[src/design/skt_pkg.sv]
`default_nettype none

package skt_pkg;

	localparam int DEPTH_DEF = 16;
	localparam int KEY_W     = 32;
	localparam int STATUS_W  = 3;

	typedef enum logic [1:0] {
		KIND_INSERT = 2'd0,
		KIND_DELETE = 2'd1,
		KIND_SEARCH = 2'd2,
		KIND_CLEAR  = 2'd3
	} kind_t;

	typedef enum logic [STATUS_W-1:0] {
		STAT_OK      = 3'd0,
		STAT_DUP     = 3'd1,
		STAT_FULL    = 3'd2,
		STAT_MISSING = 3'd3,
		STAT_EMPTY   = 3'd4
	} status_t;

	typedef enum logic [1:0] {
		FSM_IDLE = 2'b01,
		FSM_UPD  = 2'b10
	} fsm_t;

	typedef struct packed {
		logic capture;
		logic update;
	} cmd_t;

endpackage

`default_nettype wire

[src/design/sorted_key_table_top.sv]
// Channel   Direction  Handshake                  Payload
// request   in         start && !busy            kind, key
// result    out        done (one cycle, no stall) status, position, entry_count
//
// Each request has a transfer cycle that compares the key against every cell
// at once and a following cycle that shifts the cells and updates the count.
// A new request is taken in the cycle its predecessor's result is shown.
// Reset clears the entry count and controller; cell contents stay undefined.
// The receiver cannot stall: each result is valid for the single done cycle.
`default_nettype none

module sorted_key_table_top
	import skt_pkg::*;
#(
	parameter int DEPTH = DEPTH_DEF,
	parameter int CW    = $clog2(DEPTH + 1)
) (
	input  wire logic                    clk,
	input  wire logic                    arst_n,
	input  wire logic                    start,
	output logic                         busy,
	input  wire logic [1:0]              kind,
	input  wire logic signed [KEY_W-1:0] key,
	output logic                         done,
	output logic [STATUS_W-1:0]          status,
	output logic [CW-1:0]                position,
	output logic [CW-1:0]                entry_count
);

	cmd_t cmd;

	skt_ctrl u_ctrl (
		.clk    (clk),
		.arst_n (arst_n),
		.start  (start),
		.busy   (busy),
		.done   (done),
		.cmd    (cmd)
	);

	skt_datapath #(
		.DEPTH (DEPTH),
		.CW    (CW)
	) u_datapath (
		.clk         (clk),
		.arst_n      (arst_n),
		.cmd         (cmd),
		.kind        (kind),
		.key         (key),
		.status      (status),
		.position    (position),
		.entry_count (entry_count)
	);

endmodule

`default_nettype wire

[src/design/skt_ctrl.sv]
`default_nettype none

module skt_ctrl
	import skt_pkg::*;
(
	input  wire logic clk,
	input  wire logic arst_n,
	input  wire logic start,
	output logic      busy,
	output logic      done,
	output cmd_t      cmd
);

	fsm_t state_q;
	logic done_q;

	assign busy        = (state_q == FSM_UPD);
	assign cmd.capture = start && !busy;
	assign cmd.update  = busy;
	assign done        = done_q;

	always_ff @(posedge clk or negedge arst_n) begin
		if (!arst_n) begin
			state_q <= FSM_IDLE;
			done_q  <= 1'b0;
		end else begin
			done_q <= cmd.update;
			case (state_q)
				FSM_IDLE: begin
					if (cmd.capture) state_q <= FSM_UPD;
				end
				FSM_UPD: begin
					state_q <= FSM_IDLE;
				end
				default: begin
					state_q <= FSM_IDLE;
				end
			endcase
		end
	end

	a_upd_one_cycle: assert property (@(posedge clk) disable iff (!arst_n)
		busy |=> !busy) else $error("update stage held longer than one cycle");

	a_capture_then_busy: assert property (@(posedge clk) disable iff (!arst_n)
		cmd.capture |=> busy) else $error("transfer accepted without update");

	a_done_after_update: assert property (@(posedge clk) disable iff (!arst_n)
		busy |=> done) else $error("update gave no result strobe");

	a_done_only_after_update: assert property (@(posedge clk) disable iff (!arst_n)
		done |-> !busy) else $error("result strobe while still updating");

endmodule

`default_nettype wire

[src/design/skt_datapath.sv]
`default_nettype none

module skt_datapath
	import skt_pkg::*;
#(
	parameter int DEPTH = DEPTH_DEF,
	parameter int CW    = $clog2(DEPTH + 1)
) (
	input  wire logic                    clk,
	input  wire logic                    arst_n,
	input  wire cmd_t                    cmd,
	input  wire logic [1:0]              kind,
	input  wire logic signed [KEY_W-1:0] key,
	output logic [STATUS_W-1:0]          status,
	output logic [CW-1:0]                position,
	output logic [CW-1:0]                entry_count
);

	logic signed [KEY_W-1:0] cell_q [DEPTH];
	logic signed [KEY_W-1:0] up_src [DEPTH];
	logic signed [KEY_W-1:0] dn_src [DEPTH];
	logic [DEPTH-1:0]        lt_s1;
	logic [DEPTH-1:0]        eq_s1;
	logic [DEPTH-1:0]        lb_oh;
	logic [DEPTH-1:0]        lt_now;
	logic [DEPTH-1:0]        eq_now;
	logic signed [KEY_W-1:0] req_q;
	kind_t                   kind_q;
	logic [CW-1:0]           count_q;
	logic [CW-1:0]           count_d;
	logic [CW-1:0]           idx;
	status_t                 status_d;
	logic [CW-1:0]           pos_d;
	status_t                 status_q;
	logic [CW-1:0]           pos_q;
	logic                    hit;
	logic                    full;
	logic                    empty;
	logic                    do_ins;
	logic                    do_del;

	for (genvar j = 0; j < DEPTH; j++) begin : g_cell
		logic cell_valid;
		assign cell_valid = (CW'(j) < count_q);
		assign lt_now[j]  = cell_valid && (cell_q[j] < key);
		assign eq_now[j]  = cell_valid && (cell_q[j] == key);

		if (j == 0) begin : g_first
			assign up_src[j] = req_q;
			assign lb_oh[j]  = !lt_s1[j];
		end else begin : g_rest
			assign up_src[j] = cell_q[j-1];
			assign lb_oh[j]  = !lt_s1[j] && lt_s1[j-1];
		end

		if (j == DEPTH - 1) begin : g_last
			assign dn_src[j] = cell_q[j];
		end else begin : g_inner
			assign dn_src[j] = cell_q[j+1];
		end

		always_ff @(posedge clk) begin
			if (cmd.update) begin
				if (do_ins) begin
					if (lb_oh[j]) cell_q[j] <= req_q;
					else if (!lt_s1[j]) cell_q[j] <= up_src[j];
				end else if (do_del && !lt_s1[j]) begin
					cell_q[j] <= dn_src[j];
				end
			end
		end
	end

	always_comb begin
		idx = lt_s1[DEPTH-1] ? CW'(DEPTH) : '0;
		for (int i = 0; i < DEPTH; i++) begin
			if (lb_oh[i]) idx = idx | CW'(i);
		end
	end

	assign hit   = |eq_s1;
	assign full  = (count_q == CW'(DEPTH));
	assign empty = (count_q == '0);

	always_comb begin
		status_d = STAT_OK;
		pos_d    = '0;
		count_d  = count_q;
		do_ins   = 1'b0;
		do_del   = 1'b0;
		case (kind_q)
			KIND_INSERT: begin
				if (hit) begin
					status_d = STAT_DUP;
					pos_d    = idx + CW'(1);
				end else if (full) begin
					status_d = STAT_FULL;
				end else begin
					pos_d   = idx + CW'(1);
					count_d = count_q + CW'(1);
					do_ins  = 1'b1;
				end
			end
			KIND_DELETE, KIND_SEARCH: begin
				if (empty) begin
					status_d = STAT_EMPTY;
				end else if (!hit) begin
					status_d = STAT_MISSING;
				end else begin
					pos_d = idx + CW'(1);
					if (kind_q == KIND_DELETE) begin
						count_d = count_q - CW'(1);
						do_del  = 1'b1;
					end
				end
			end
			KIND_CLEAR: begin
				if (empty) status_d = STAT_EMPTY;
				count_d = '0;
			end
			default: begin
				status_d = STAT_OK;
			end
		endcase
	end

	always_ff @(posedge clk) begin
		if (cmd.capture) begin
			req_q  <= key;
			kind_q <= kind_t'(kind);
			lt_s1  <= lt_now;
			eq_s1  <= eq_now;
		end
		if (cmd.update) begin
			status_q <= status_d;
			pos_q    <= pos_d;
		end
	end

	always_ff @(posedge clk or negedge arst_n) begin
		if (!arst_n) begin
			count_q <= '0;
		end else if (cmd.update) begin
			count_q <= count_d;
		end
	end

	assign status      = status_q;
	assign position    = pos_q;
	assign entry_count = count_q;

	a_count_bound: assert property (@(posedge clk) disable iff (!arst_n)
		count_q <= CW'(DEPTH)) else $error("entry count beyond table depth");

	a_count_hold: assert property (@(posedge clk) disable iff (!arst_n)
		!cmd.update |=> $stable(count_q)) else $error("entry count moved outside update");

endmodule

`default_nettype wire
[config.mk]
export PLATFORM = sky130hd
export DESIGN_NAME = sorted_key_table_top
export DESIGN_NICKNAME = d
export VERILOG_FILES = /design/src/design/skt_pkg.sv /design/src/design/sorted_key_table_top.sv /design/src/design/skt_ctrl.sv /design/src/design/skt_datapath.sv
export SDC_FILE = /design/constraint.sdc
export NUM_CORES = 2
export LEC_CHECK = 0
export ABC_AREA = 1
export ABC_CLOCK_PERIOD_IN_PS = 10600
export BUFFER_PORTS_ARGS = -buffer_cell sky130_fd_sc_hd__buf_2
export CAP_MARGIN = 0
export CORE_ASPECT_RATIO = 1.2
export CORE_UTILIZATION = 45
export DETAILED_ROUTE_END_ITERATION = 8
export GPL_ROUTABILITY_DRIVEN = 0
export PLACE_DENSITY = 0.69
export SLEW_MARGIN = 20
export SYNTH_ARGS = -nofsm -noshare
export SYNTH_HDL_FRONTEND = slang
export SYNTH_HIERARCHICAL = 1
export SYNTH_SLANG_ARGS = --single-unit
[constraint.sdc]
create_clock -name clk -period 10.6 [get_ports clk]
set_input_delay 0.53 -clock clk [delete_from_list [all_inputs] [get_ports clk]]
set_output_delay 0.53 -clock clk [all_outputs]
set_load 0.005 [all_outputs]
==> impl_metrics.py <==
metrics = {
    "drt": {
        "drtIter0Drc": 3480,
        "ant_nets": 0,
        "wl_per_cell_um": 19.6,
        "drc": 0,
        "firstDrtPassIters": 7,
        "vias_per_cell": 5.71,
        "vias": 38600,
        "routed_wl_um": 132000,
    },
    "placed_design": {
        "place_ws_ns": 6.51,
        "hpwl_um": 98500,
        "io_buffers": 51,
        "placed_cells": 6641,
    },
    "worst_setup_path": {
        "r2r-start": "u_datapath/entry_count[0]",
        "worstSetupStartpointType": "flip-flop",
        "path_class": "flip-flop to flip-flop",
        "worst_ep_arrival_time_ns": 4.55,
        "worst-path-max-fanout": 39,
        "worstReg2RegEnd": "u_datapath/cell_q[1][68]",
        "r2r_cells": 12,
        "r2r_slack_ns": 6.55,
        "crit_required_ns": 11.10,
        "critPathCapture": "u_datapath/cell_q[1][68]",
        "critPathLaunch": "u_datapath/entry_count[0]",
        "worst_setup_path_end_kind": "flip-flop",
    },
    "layout": {
        "nFillCells": 9146,
        "instances_no_fill": 6760,
        "layout.nets": 6011,
        "syn_to_final_growth_pct": 7.49,
        "diodes": 0,
        "drive_gt1_share_pct": 5.00,
    },
    "clock_network": {
        "cts_buffer_depth": 3,
        "cts.sinks": 594,
        "cts_made_buffers": 68,
        "cts_setup_buffers": 0,
        "cts_tree": "yes",
        "clk_pin_slew_ns": 0.06,
        "h-tree-depth": 3,
        "ctsRootBufferMaster": "clkbuf_16",
        "clk_latency_ns": 0.63,
    },
    "power_and_ir_drop": {
        "peakVddDrop_mv": 0.101,
        "pwr_density_cell_mw_per_mm2": 129,
        "total_power_uw": 6070,
        "cellLeakagePower_uw": 0.0218,
    },
    "sta": {
        "slew_headroom_pct": 24.3,
        "rsz0062_at_grt": "false",
        "worst_clock_skew_ns": 0.0247,
        "worstMarginPinSlew_ns": 1.13,
        "final.setup.worst_slack_ns": 6.55,
        "timing.fmax_mhz": 247,
        "setup_viol": 0,
        "period_minus_slack_ns": 4.05,
        "final_hold_viol_count": 0,
        "slew_viol_final": 0,
        "finalCritPeriodShare_pct": 38.2,
        "finalSetupTns_ns": 0,
    },
    "hold_path": {
        "min_path_type": "input port to flip-flop",
    },
    "grt": {
        "gr-total-overflow": 0,
        "grt_max_degree": 193,
        "antenna_found_initial": 0,
        "grt_usage_pct": 26.6,
        "grt_pass1_vias": 37300,
        "grt_pass1_wl_um": 208000,
    },
    "synth": {
        "synth_area_leaders": "edfxtp_1, nand2_1, ha_1, nand3_1, nand4_1",
        "netlist_instances": 5599,
        "synth_edf_count": 586,
        "yosys_warnings": 6,
        "ys_top_cells_by_count": "nand2_1, edfxtp_1, ha_1, nor2_1, nand3_1",
        "ys_seq_area_share_pct": 40.8,
        "syn_nets": 6157,
        "synth_top_area_share_pct": 40.3,
        "yosys.cell_types.count": 46,
        "synth_seq_cells": 594,
        "syn_area_per_cell_um2": 7.80,
        "synth_ff_type": "edfxtp_1",
        "yosysMostFrequentCell": "nand2_1",
        "synthArstFlopShare_pct": 1.35,
        "synth_top_cell_by_area": "edfxtp_1",
        "syn_area_mm2": 0.0437,
    },
    "floorplan": {
        "die_h_um": 343,
        "die_area_mm2": 0.0983,
        "die_w_um": 286,
        "rows": 124,
        "start_util_pct": 45.6,
        "num_io_pins": 52,
        "core_area_mm2": 0.0957,
    },
    "status": {
        "status": "finished clean",
    },
    "flow_run": {
        "cap_violations": 0,
    },
}
## worst max-delay path, cell delays in order (launching register included)
cell and delay, ns:
dfrtp_1 0.45, clkinv_1 0.24, ha_1 0.32, nand2_1 0.10, nor2_2 0.06, nor2_4 0.12
nand3_4 0.23, inv_2 0.09, buf_4 0.51, nand2_2 0.57, inv_1 0.96, nand2_1 0.13
nand2_1 0.11
## layout make-up
cell class / count / area [um^2] / area share, %
sequential: 594 / 17800 / 37.9
clock buffer: 85 / 1890 / 4.03
tap: 1260 / 1580 / 3.36
timing repair buffer: 115 / 803 / 1.71
inverter: 323 / 1220 / 2.59
multi-input combinational: 4351 / 23500 / 50.0
clock inverter: 32 / 195 / 0.416
## layer usage
metal | wire [um] | global-route usage (%) | vias up
li1 | - | - | 18800
met5 | 103 | 0.721 | -
met1 | 52700 | 32.9 | 18100
met2 | 64800 | 46.8 | 1526
met4 | 5740 | 12.0 | 2
met3 | 8920 | 2.55 | 261
## state kept, by name (all words and copies together), names as in the netlist
register / flops
u_ctrl/done: 1
u_ctrl/state_q: 2
u_datapath/cell_q: 512
u_datapath/entry_count: 5
u_datapath/eq_s1: 16
u_datapath/kind_q: 2
u_datapath/lt_s1: 16
u_datapath/position: 5
u_datapath/req_q: 32
u_datapath/status: 3
## worst min path at each step
stage,startpoint,to,slack [ns],depth (start not counted)
3_5_place_dp,arst_n,u_ctrl/done,0.41,1
2_1_floorplan,arst_n,u_ctrl/done,0.23,0
5_1_grt,key[6],u_datapath/req_q[6],0.08,1
3_3_place_gp,arst_n,u_ctrl/done,0.41,1
4_1_cts,key[6],u_datapath/req_q[6],0.07,1
6_report,key[11],u_datapath/req_q[11],0.09,1
## what timing repair did
action / 4_1_cts / 5_1_grt
endpoints found under the setup margin: 0 / 0
hold endpoints to repair: 8 / 0
hold buffers: 1 / 0
gates resized for setup: 0 / 0
## report_power, final
group	internal, uW	switching, uW	leakage [uW]	total, uW
clock	1310	1000	0.00104	2310
sequential	2660	121	0.00544	2780
combinational	286	700	0.0153	986
## stage by stage
stage	cell area, um^2	util [%]	hold WS [ns]
final	46900	49.0	0.0942
after global routing	46900	49.0	0.0847
after CTS	46900	49.0	0.0671
after detailed placement	44800	46.8	0.410
after global placement	44800	46.8	0.411
after floorplan	43700	-	0.234
## cell families (layout without fill, tap and decap cells)
logic type                 count (synthesis)  after routing  share of synthesized area (%)
AOI/OAI and AO/OA                        561            561                           7.20
adders and majority gates                521            521                           14.9
DFF                                      594            594                           40.8
and+or+nand+nor                         3264           3264                           31.0
buffers and inverters                    654            555                           6.01
xor gates and xnor gates                   5              5                          0.100
## cells in the final DEF, fill, tap and decap left out, types with 76 or more instances in the layout
| cell | count |
|---|---|
| ha_1 | 521 |
| a31oi_1 | 160 |
| nand2_1 | 2199 |
| nand4_1 | 252 |
| nor2_1 | 354 |
| edfxtp_1 | 586 |
| nand3_1 | 357 |
| a21oi_1 | 221 |
| inv_1 | 308 |
| o21ai_0 | 76 |
(Power assumes the default switching activity.)
